==> src/sibps_pkg.sv <==
//------------------------------------------------------------------------------
// sibps_pkg: shared types and constants
// Opcodes, controller/datapath command and status structs.
//------------------------------------------------------------------------------
`default_nettype none
package sibps_pkg;
    localparam logic [2:0] OP_TICK = 3'd0;
    localparam logic [2:0] OP_KICK = 3'd1;
    localparam logic [2:0] OP_SETP = 3'd2;
    localparam logic [2:0] OP_SETV = 3'd3;
    localparam logic [2:0] OP_ADDV = 3'd4;

    localparam logic [2:0] REG_BOX_X = 3'd0;
    localparam logic [2:0] REG_BOX_Y = 3'd1;
    localparam logic [2:0] REG_BOX_Z = 3'd2;
    localparam logic [2:0] REG_RADIUS = 3'd3;
    localparam logic [2:0] REG_DAMP = 3'd4;
    localparam logic [2:0] REG_ELAST = 3'd5;
    localparam logic [2:0] REG_CEN = 3'd6;

    localparam logic [16:0] UNIT16 = 17'd65536;

    typedef struct packed {
        logic load;      // latch input item
        logic apply;     // apply op-specific state update (non-kick, non-tick)
        logic tick_mul;  // start tick multiply phase
        logic sq_start;  // start sum-of-squares / sqrt on input vector
        logic sqv_start; // start sum-of-squares / sqrt on velocity
        logic div_start; // start a division
        logic collide;   // collision step on one axis
        logic kick_add;  // add quotient to velocity
        logic norm;      // compute normalized ratio
        logic [1:0] axis;
    } t_cmd;

    typedef struct packed {
        logic sqrt_done;
        logic div_done;
        logic kick_ok;
    } t_sts;
endpackage
`default_nettype wire

==> src/sibps_ctrl.sv <==
//------------------------------------------------------------------------------
// sibps_ctrl: sequencer
// Steps one item through the datapath phases and runs the handshakes.
//------------------------------------------------------------------------------
`default_nettype none
module sibps_ctrl (
    input  wire logic              i_clk,
    input  wire logic              i_rst_n,
    input  wire logic              i_valid,
    output logic                   o_ready,
    input  wire logic [2:0]        i_op,
    output logic                   o_valid,
    input  wire logic              i_ready,
    input  wire sibps_pkg::t_sts   i_sts,
    output sibps_pkg::t_cmd        o_cmd
);
    typedef enum logic [11:0] {
        S_IDLE  = 12'b000000000001,
        S_OP    = 12'b000000000010,
        S_TICK  = 12'b000000000100,
        S_COLL  = 12'b000000001000,
        S_KSQ   = 12'b000000010000,
        S_KDIV  = 12'b000000100000,
        S_KWAIT = 12'b000001000000,
        S_VSQ   = 12'b000010000000,
        S_VWAIT = 12'b000100000000,
        S_NSET  = 12'b001000000000,
        S_NORM  = 12'b010000000000,
        S_OUT   = 12'b100000000000
    } t_state;

    t_state r_state, n_state;
    logic [1:0] r_axis, n_axis;
    logic [2:0] r_op, n_op;
    logic r_ksq, n_ksq;

    assign o_ready = (r_state == S_IDLE);
    assign o_valid = (r_state == S_OUT);

    always_comb begin
        n_state = r_state;
        n_axis  = r_axis;
        n_op    = r_op;
        n_ksq   = r_ksq;
        o_cmd   = '0;
        o_cmd.axis = r_axis;
        unique case (r_state)
            S_IDLE: begin
                if (i_valid) begin
                    o_cmd.load = 1'b1;
                    n_op = i_op;
                    n_state = S_OP;
                end
            end
            S_OP: begin
                if (r_op == sibps_pkg::OP_TICK) begin
                    o_cmd.tick_mul = 1'b1;
                    n_axis = 2'd0;
                    n_state = S_TICK;
                end else if (r_op == sibps_pkg::OP_KICK) begin
                    o_cmd.sq_start = 1'b1;
                    n_ksq = 1'b0;
                    n_state = S_KSQ;
                end else begin
                    o_cmd.apply = 1'b1;
                    n_state = S_VSQ;
                end
            end
            S_TICK: begin
                n_state = S_COLL;
            end
            S_COLL: begin
                o_cmd.collide = 1'b1;
                if (r_axis == 2'd2) n_state = S_VSQ;
                else n_axis = r_axis + 2'd1;
            end
            S_KSQ: begin
                if (i_sts.sqrt_done) begin
                    if (i_sts.kick_ok) begin
                        n_axis = 2'd0;
                        n_state = S_KDIV;
                    end else n_state = S_VSQ;
                end
            end
            S_KDIV: begin
                o_cmd.div_start = 1'b1;
                n_state = S_KWAIT;
            end
            S_KWAIT: begin
                if (i_sts.div_done) begin
                    o_cmd.kick_add = 1'b1;
                    if (r_axis == 2'd2) n_state = S_VSQ;
                    else begin
                        n_axis = r_axis + 2'd1;
                        n_state = S_KDIV;
                    end
                end
            end
            S_VSQ: begin
                o_cmd.sqv_start = 1'b1;
                n_state = S_VWAIT;
            end
            S_VWAIT: begin
                if (i_sts.sqrt_done) n_state = S_NSET;
            end
            S_NSET: begin
                // speed register is settled here
                o_cmd.norm = 1'b1;
                o_cmd.div_start = 1'b1;
                n_state = S_NORM;
            end
            S_NORM: begin
                if (i_sts.div_done) n_state = S_OUT;
            end
            S_OUT: begin
                if (i_ready) n_state = S_IDLE;
            end
            default: n_state = S_IDLE;
        endcase
    end

    always_ff @(posedge i_clk) begin
        if (!i_rst_n) begin
            r_state <= S_IDLE;
            r_axis  <= '0;
            r_op    <= '0;
            r_ksq   <= 1'b0;
        end else begin
            r_state <= n_state;
            r_axis  <= n_axis;
            r_op    <= n_op;
            r_ksq   <= n_ksq;
        end
    end
endmodule
`default_nettype wire

==> config.mk <==
export PLATFORM = sky130hd
export DESIGN_NAME = sibps_ctrl
export DESIGN_NICKNAME = d
export VERILOG_FILES = /design/src/sibps_pkg.sv /design/src/sibps_ctrl.sv
export SDC_FILE = /design/constraint.sdc
export NUM_CORES = 1
export LEC_CHECK = 0
export BUFFER_PORTS_ARGS = -buffer_cell sky130_fd_sc_hd__buf_2
export CAP_MARGIN = 20
export CORE_UTILIZATION = 38
export CTS_CLUSTER_DIAMETER = 200
export DETAILED_ROUTE_END_ITERATION = 10
export GPL_ROUTABILITY_DRIVEN = 0
export HOLD_SLACK_MARGIN = 0.03
export PLACE_DENSITY_LB_ADDON = 0.15
export SLEW_MARGIN = 25
export SYNTH_ARGS = -nofsm -noshare
export SYNTH_HDL_FRONTEND = slang
export SYNTH_SLANG_ARGS = --single-unit
==> constraint.sdc <==
create_clock -name i_clk -period 2 [get_ports i_clk]
set_input_delay 0.2 -clock i_clk [delete_from_list [all_inputs] [get_ports i_clk]]
set_output_delay 0.2 -clock i_clk [all_outputs]
set_load 0.005 [all_outputs]
==> results of run 1 <==
-- synth_stat cells, types with 2 or more instances --
master,n,area share (%)
a211oi_1,2,1.3
a21boi_0,2,1.3
a21oi_1,2,0.86
a31oi_1,3,1.6
and2_1,2,1.1
and3_1,2,1.1
buf_2,2,0.86
buf_6,2,1.9
clkbuf_1,6,1.9
dfxtp_1,17,29
inv_1,8,2.6
mux2i_1,4,3.4
nand2_1,2,0.65
nand2b_1,7,3.8
nand3_1,5,2.2
nor2_1,14,4.5
nor2b_1,3,1.6
nor3_1,9,3.9
nor4_1,7,3.8
o21a_1,7,4.5
o21ai_0,4,1.7
o22ai_1,3,1.6
or2_2,4,2.2
or3_1,3,1.6
or3b_2,2,1.5
or4_1,6,3.9
or4_4,2,1.9
or4b_2,2,1.7
xnor2_1,5,3.8
-- stage by stage --
stage / setup WS [ps] / setup TNS (ps) / utilization, % / std cells / hold WS (ps)
finish: -365 / -4050 / 67.1 / 243 / 149
global route: -444 / -5700 / 67.1 / 243 / 152
CTS: -377 / -3310 / 63.5 / 237 / 147
detailed placement: -130 / -1860 / 54.1 / 222 / 475
global placement: -122 / -1170 / 54.1 / 222 / 453
floorplan: -154 / -322 / - / 147 / 346
-- kinds of logic (layout without fill, tap and decap cells) --
logic type	after synthesis	count (layout)
AOI/OAI and AO/OA	27	27
muxes	4	4
buffers and inverters	18	83
adders and majority gates	1	1
and+or+nand+nor	75	75
DFF	17	17
xor gates and xnor gates	5	5
-- final cells by class --
class | count | area [um^2]
timing repair buffer | 71 | 504
fill | 224 | 931
clock buffer | 3 | 22.5
tap | 31 | 38.8
multi-input combinational | 112 | 950
inverter | 8 | 30.0
sequential | 17 | 345
clock inverter | 1 | 7.51
-- sequential cells by signal (all words and copies together), names as in the netlist --
name	cells
r_state	12
r_axis	2
r_op	3
-- per-layer routing --
metal	vias up	GRT usage (%)	wire (um)
met2	42	42.5	1980
met1	665	30.3	1650
met5	-	0	0
met3	10	6.35	251
met4	0	9.06	70
li1	663	-	-
-- power groups by stage --
stage / combinational, uW / clock [uW] / sequential (uW)
6_report: 467 / 201 / 370
5_1_grt: 493 / 219 / 372
4_1_cts: 410 / 206 / 370
3_5_place_dp: 313 / 0 / 377
3_3_place_gp: 313 / 0 / 376
2_1_floorplan: 184 / 0 / 379
-- worst register-to-register path: stages (launching register included) --
cell,delay [ps]
dfxtp_2,380
or4_4,510
buf_4,150
buf_6,120
or4_4,490
a21oi_4,190
a31oi_1,100
o21a_1,180
-- repair_timing --
item / in CTS / in global routing
setup endpoints to repair: 27 / 25
pin swaps: 16 / 13
buffers inserted: 11 / 7
resized for setup: 34 / 16
-- layout by cell type (no fill, tap or decap), types with 4 or more instances in the layout --
master	count
mux2i_1	4
buf_4	42
dfxtp_2	4
o21a_1	7
nor4_4	4
inv_1	7
or4_4	7
buf_6	7
nor3_1	7
nand2b_1	7
nor2_2	4
xnor2_1	5
nor2_1	8
buf_2	22
dfxtp_1	13
-- worst max-delay path by stage --
| stage | slack, ps | endpoint | from |
|---|---|---|---|
| 3_3_place_gp | -120 | r_state[1] | r_state[11] |
| 5_1_grt | -440 | o_cmd[5] | r_state[5] |
| 3_5_place_dp | -130 | r_state[2] | r_state[11] |
| 4_1_cts | -380 | o_cmd[5] | r_state[5] |
| 6_report | -360 | o_cmd[7] | r_state[9] |
| 2_1_floorplan | -150 | o_cmd[5] | r_state[4] |
==> impl_metrics.env, run 1 <==
export IMPL_finalHoldViolCount=0
export IMPL_placeableCoreArea_um2=2830
export IMPL_clk_pin_slew_ps=110
export IMPL_whs_path_depth=3
export IMPL_outcome="finished with violations"
export IMPL_clk_path_buf_depth=2
export IMPL_total_power_uw=1040
export IMPL_cp_max_fo=3
export IMPL_drc=0
export IMPL_grt_pass1_wl_um=6210
export IMPL_wl_per_cell_um=16.3
export IMPL_post_dp_cell_area_um2=1530
export IMPL_synth_mux_area_share_pct=3.44
export IMPL_cp_slowest_cell="or4_4"
export IMPL_path_common_cell="or4_4"
export IMPL_crit_family="simple AND/OR/NAND/NOR gates"
export IMPL_required_ps=1800
export IMPL_yosysUniqueCellTypes=39
export IMPL_worst_pin_slew_ps=519
export IMPL_synth_main_ff_cell="dfxtp_1"
export IMPL_drtPass1Iterations=5
export IMPL_finalWorstSetupSlack_ps=-365
export IMPL_worstReg2RegEnd="r_axis[0]"
export IMPL_postCtsHoldBufs=0
export IMPL_fin_area_um2=1900
export IMPL_synth_xor_area_share_pct=3.76
export IMPL_power_switching_uw=365
export IMPL_p_int_uw=673
export IMPL_min_to="r_op[1]"
export IMPL_clock_power_share_pct=19.3
export IMPL_ant_nets=0
export IMPL_synth_adder_area_share_pct=1.08
export IMPL_power_frac_seq_pct=35.7
export IMPL_path_class="reg -> out"
export IMPL_synth_compound_area_share_pct=15.8
export IMPL_crit_chain="or4_4 > or4_4 > nand2b_4 > nor2_4 > buf_2"
export IMPL_numClockSinks=17
export IMPL_initial_core_util_pct=41.1
export IMPL_worstHoldStart="i_op[1]"
export IMPL_switching_share_pct=35.2
export IMPL_ys_async_sr_fraction_pct=0
export IMPL_synthCells=147
export IMPL_htree_levels=1
export IMPL_overflow=0
export IMPL_grt_usage_pct=24.9
export IMPL_max_slew_margin_rel_pct=65.1
export IMPL_area_growth_pct=63.1
export IMPL_clk_latency_ps=310
export IMPL_synthSimpleGateAreaFrac_pct=39.4
export IMPL_drtIter0Drc=80
export IMPL_violations="setup timing"
export IMPL_crit_buf_inv=1
export IMPL_viasPerCell=5.68
export IMPL_vias=1380
export IMPL_arrival_ps=2160
export IMPL_cts_tree="yes"
export IMPL_maxCapViolCount=0
export IMPL_power_density_nw_per_um2=547
export IMPL_rows=19
export IMPL_setup_viol=21
export IMPL_nets=224
export IMPL_r2r_start="r_state[6]"
export IMPL_routed_wl_um=3950
export IMPL_n_antenna_cell=0
export IMPL_end_kind="output port"
export IMPL_synthesis_area_um2=1160
export IMPL_die_y_um=57.3
export IMPL_antenna_found_initial=0
export IMPL_hpwl_um=2540
export IMPL_io_buffers=22
export IMPL_fp_dieW_um=57.3
export IMPL_synth_avg_cell_area_um2=7.92
export IMPL_start_kind="flop"
export IMPL_io_pins=23
export IMPL_grt_max_degree=14
export IMPL_slew_viol_final=0
export IMPL_hp_class="in -> reg"
export IMPL_period_share_pct=118
export IMPL_irDropWorstVdd_mv=0.409
export IMPL_ys_warn_count=0
export IMPL_cts_buffers=3
export IMPL_synth_top_family_by_area="simple AND/OR/NAND/NOR gates"
export IMPL_dieArea_um2=3290
export IMPL_grt_pass1_vias=1364
export IMPL_p_leak_uw=0.000838
export IMPL_cp_num_cells=5
export IMPL_fmax_mhz=423
export IMPL_synth_edf_count=0
export IMPL_power_frac_comb_pct=45.0
export IMPL_root_buffer="clkbuf_4"
export IMPL_r2r_slack_ps=-200
export IMPL_drive_above_1_share_pct=56.1
export IMPL_max_stage_delay_ps=580
export IMPL_ff2ff_path_depth=7
export IMPL_synth_fp_nets=158
export IMPL_synth_ff_latch_count=17
export IMPL_yosysSeqAreaShare_pct=29.2
export IMPL_clock_skew_ps=4.79
export IMPL_rsz0062_at_grt="yes"
export IMPL_finalCriticalPeriod_ps=2360
No activity file was read; power rests on OpenSTA's default activity.
==> run 2: changes to the inputs <==
Settings changed: CAP_MARGIN 20 to not set, PLACE_DENSITY set to 0.7, PLACE_DENSITY_LB_ADDON 0.15 to not set.
==> impl_metrics.env, run 2 (synthesis results as in run 1) <==
export IMPL_outcome="finished with violations"
export IMPL_violations="setup timing"
export IMPL_rsz0062_at_grt="yes"
export IMPL_power_frac_comb_pct=42.3
export IMPL_power_frac_seq_pct=37.6
export IMPL_placeableCoreArea_um2=2830
export IMPL_drc=0
export IMPL_area_growth_pct=54.2
export IMPL_path_common_cell="or4_4"
export IMPL_clk_pin_slew_ps=110
export IMPL_period_share_pct=123
export IMPL_hpwl_um=2600
export IMPL_io_buffers=22
export IMPL_switching_share_pct=35.4
export IMPL_drive_above_1_share_pct=52.7
export IMPL_numClockSinks=17
export IMPL_hp_class="in -> reg"
export IMPL_end_kind="output port"
export IMPL_htree_levels=1
export IMPL_vias=1345
export IMPL_max_stage_delay_ps=560
export IMPL_clk_path_buf_depth=2
export IMPL_clk_latency_ps=310
export IMPL_cts_tree="yes"
export IMPL_clock_skew_ps=4.63
export IMPL_arrival_ps=2250
export IMPL_setup_tns_ps=-3480
export IMPL_layout_common_cells="buf_4 (35), buf_2 (22), dfxtp_1 (14), nor2_1 (9), inv_1 (8)"
export IMPL_postLayoutCoreUtil_pct=63.4
export IMPL_ant_nets=0
export IMPL_crit_chain="or4_4 > or4_4 > nor3b_4 > or2_2 > buf_2"
export IMPL_power_density_nw_per_um2=552
export IMPL_overflow=0
export IMPL_grt_usage_pct=24.6
export IMPL_largestRegisters="r_state (12), r_op (3), r_axis (2)"
export IMPL_root_buffer="clkbuf_4"
export IMPL_r2r_slack_ps=-240
export IMPL_io_pins=23
export IMPL_p_leak_uw=0.000791
export IMPL_clock_power_share_pct=20.1
export IMPL_wl_per_cell_um=16.6
export IMPL_setup_viol=17
export IMPL_finalHoldViolCount=0
export IMPL_viasPerCell=5.75
export IMPL_start_kind="flop"
export IMPL_dieArea_um2=3290
export IMPL_die_y_um=57.3
export IMPL_path_class="reg -> out"
export IMPL_initial_core_util_pct=41.1
export IMPL_routed_wl_um=3900
export IMPL_postCtsHoldBufs=0
export IMPL_maxCapViolCount=0
export IMPL_worst_pin_slew_ps=437
export IMPL_p_int_uw=639
export IMPL_final_common_cell="buf_4"
export IMPL_largest_register_ffs=12
export IMPL_max_slew_margin_rel_pct=70.6
export IMPL_power_switching_uw=350
export IMPL_grt_max_degree=14
export IMPL_fp_dieW_um=57.3
export IMPL_required_ps=1800
export IMPL_fmax_mhz=407
export IMPL_grt_pass1_vias=1314
export IMPL_antenna_found_initial=0
export IMPL_drtIter0Drc=43
export IMPL_n_antenna_cell=0
export IMPL_finalCriticalPeriod_ps=2450
export IMPL_nets=215
export IMPL_cp_max_fo=4
export IMPL_grt_pass1_wl_um=6080
export IMPL_irDropWorstVdd_mv=0.352
export IMPL_num_fill_cells=229
export IMPL_cts_buffers=3
export IMPL_regMostFlops="r_state"
export IMPL_slew_viol_final=0
export IMPL_fin_hold_ws_ps=144
export IMPL_finalWorstSetupSlack_ps=-454
export IMPL_drtPass1Iterations=4
export IMPL_rows=19
export IMPL_cp_slowest_cell="or4_4"
[run 2: cell type report]
class	instances	area (um^2)	area share, %
timing repair buffer	62	429	23.9
clock inverter	1	5.00	0.279
multi-input combinational	112	925	51.5
inverter	8	30.0	1.67
clock buffer	3	22.5	1.26
tap	31	38.8	2.16
sequential	17	344	19.2
[run 2: power by group through the flow]
| stage | Sequential [uW] | Clock [uW] | Combinational, uW |
|---|---|---|---|
| after detailed placement | 377 | 0 | 309 |
| after floorplan | 379 | 0 | 184 |
| final | 372 | 199 | 419 |
| after global routing | 373 | 213 | 445 |
| after global placement | 376 | 0 | 306 |
| after CTS | 370 | 200 | 384 |
[run 2: final timing paths]
check | start | cells past startpoint | end
min reg2reg | r_op[0] | 1 | r_state[2]
max reg2reg | r_state[4] | 7 | r_axis[0]
min | i_op[0] | 3 | r_op[0]
max | r_state[4] | 5 | o_cmd[5]
[run 2: metal layers]
metal | vias to the layer above | global-route usage (%) | wire [um]
met5 | - | 0 | 0
met4 | 0 | 11.1 | 59
met3 | 7 | 7.03 | 220
met2 | 47 | 43.0 | 2040
met1 | 647 | 27.6 | 1570
li1 | 644 | - | -
[run 2: stage by stage]
step	cell area, um^2	instances	power [uW]	setup slack, ps
CTS	1730	230	954	-417
global placement	1520	221	681	-115
detailed placement	1520	221	686	-106
floorplan	1210	147	563	-154
finish	1790	234	990	-454
global route	1790	234	1030	-477
[run 2: worst max-delay path: cells and delay by family, from the launching register on]
kind	cells	cell delay, ps
AND/OR/NAND/NOR	4	1470
buffers and inverters	1	110
flip-flops	1	360
[run 2: what timing repair did]
item,CTS,global route
setup buffers,7,5
setup endpoints to repair,26,27
resized for setup,32,11
pin swaps,10,8
==> run 3: changes to the inputs <==
--- a/config.mk
+++ b/config.mk
@@ -8,2 +8,3 @@
 export BUFFER_PORTS_ARGS = -buffer_cell sky130_fd_sc_hd__buf_2
+export CORE_ASPECT_RATIO = 1.25
 export CORE_UTILIZATION = 38
@@ -14,3 +15,3 @@
 export PLACE_DENSITY = 0.7
-export SLEW_MARGIN = 25
+export SLEW_MARGIN = 20
 export SYNTH_ARGS = -nofsm -noshare
--- a/constraint.sdc
+++ b/constraint.sdc
@@ -3,2 +3,2 @@
 set_output_delay 0.2 -clock i_clk [all_outputs]
-set_load 0.005 [all_outputs]
+set_load 0.05 [all_outputs]
==> impl_metrics.env, run 3 (synthesis results as in run 1) <==
export IMPL_drtPass1Iterations=4
export IMPL_hp_class="in -> reg"
export IMPL_clk_latency_ps=300
export IMPL_area_growth_pct=69.0
export IMPL_max_stage_delay_ps=560
export IMPL_drive_above_1_share_pct=58.0
export IMPL_total_power_uw=1110
export IMPL_wl_per_cell_um=15.7
export IMPL_fmax_mhz=406
export IMPL_slew_viol_final=0
export IMPL_antenna_found_initial=0
export IMPL_grt_pass1_wl_um=6080
export IMPL_finalCriticalPeriod_ps=2470
export IMPL_rows=22
export IMPL_largest_register_ffs=12
export IMPL_place_ws_ps=-234
export IMPL_clk_path_buf_depth=2
export IMPL_violations="setup timing"
export IMPL_end_kind="output port"
export IMPL_crit_chain="or4_4 > or4_4 > nor3b_4 > or2_4 > buf_8"
export IMPL_grt_usage_pct=24.4
export IMPL_grt_max_degree=14
export IMPL_grt_pass1_vias=1351
export IMPL_root_buffer="clkbuf_4"
export IMPL_finalWorstSetupSlack_ps=-465
export IMPL_numClockSinks=17
export IMPL_routed_wl_um=3810
export IMPL_ant_nets=0
export IMPL_outcome="finished with violations"
export IMPL_dieArea_um2=3290
export IMPL_irDropWorstVdd_mv=0.537
export IMPL_start_kind="flop"
export IMPL_layout_common_cells="buf_4 (38), dfxtp_1 (13), buf_2 (11), buf_6 (11)"
export IMPL_die_y_um=63.9
export IMPL_crit_buf_inv=1
export IMPL_finalHoldViolCount=0
export IMPL_vias=1336
export IMPL_io_buffers=22
export IMPL_placeableCoreArea_um2=2920
export IMPL_largestRegisters="r_state (12), r_op (3), r_axis (2)"
export IMPL_regMostFlops="r_state"
export IMPL_io_pins=23
export IMPL_postLayoutCoreUtil_pct=67.4
export IMPL_fp_dieW_um=51.5
export IMPL_clk_pin_slew_ps=110
export IMPL_post_dp_cell_area_um2=1610
export IMPL_max_slew_margin_rel_pct=69.6
export IMPL_overflow=0
export IMPL_fin_area_um2=1970
export IMPL_p_leak_uw=0.000839
export IMPL_path_class="reg -> out"
export IMPL_drc=0
export IMPL_required_ps=1800
export IMPL_nets=219
export IMPL_htree_levels=1
export IMPL_num_fill_cells=237
export IMPL_crit_family="simple AND/OR/NAND/NOR gates"
export IMPL_drtIter0Drc=44
export IMPL_setup_viol=20
export IMPL_final_common_cell="buf_4"
export IMPL_fin_hold_ws_ps=153
export IMPL_cts_buffers=3
export IMPL_power_density_nw_per_um2=565
export IMPL_hpwl_um=2710
export IMPL_worst_pin_slew_ps=450
export IMPL_cts_tree="yes"
export IMPL_cp_slowest_cell="or4_4"
export IMPL_n_antenna_cell=0
export IMPL_cp_max_fo=3
export IMPL_maxCapViolCount=0
export IMPL_viasPerCell=5.50
export IMPL_path_common_cell="or4_4"
export IMPL_initial_core_util_pct=39.9
export IMPL_period_share_pct=123
export IMPL_arrival_ps=2270
export IMPL_clock_skew_ps=9.94
export IMPL_rsz0062_at_grt="yes"
==> run 3: where the power goes <==
group	switching (uW)	total [uW]	internal [uW]
clock network	117	191	74.5
logic	286	547	261
registers	15.1	373	358
==> run 3: path summary, 6_finish.rpt <==
path                                 start        end  slack (ps)  cells past startpoint
worst min register to register     r_op[1]    r_op[1]         560                      2
worst max-delay path            r_state[7]   o_cmd[5]        -470                      5
worst min-delay path               i_op[1]    r_op[1]         150                      3
worst max register to register  r_state[7]  r_axis[0]        -270                      8
==> run 3: routing by layer <==
layer  global-route usage (%)  wire, um
met1                     29.9      1550
met2                     41.4      1960
met3                     4.29       189
met4                     9.12       110
met5                        0         0
==> run 3: repair_timing <==
| item | 4_1_cts | 5_1_grt |
|---|---|---|
| hold buffers | 0 | 0 |
| pin swaps | 9 | 13 |
| setup endpoints to repair | 25 | 27 |
| hold endpoints to repair | 0 | 0 |
| gates resized for setup | 43 | 25 |
| setup buffers | 5 | 6 |
==> run 3: area by class of cell <==
type | instances | area [um^2] | share of cell area [%]
repair buffers | 66 | 554 | 28.2
inverters | 8 | 33.8 | 1.72
well taps | 36 | 45.0 | 2.29
flip-flops and latches | 17 | 345 | 17.6
multi-input cells | 112 | 961 | 48.9
clock buffers | 3 | 22.5 | 1.15
clock inverters | 1 | 5.00 | 0.254
==> run 3: tightest hold or removal path, delay by kind of cell <==
kind / cells / cell delay [ps]
and+or+nand+nor: 1 / 100
buffers and inverters: 1 / 70
muxes: 1 / 50
==> run 3: per-stage QoR <==
stage | TNS [ps] | cells
after detailed placement | -2190 | 228
final | -4320 | 243
after floorplan | -3990 | 147
after global placement | -1630 | 228
after global routing | -5830 | 243
after CTS | -3740 | 237
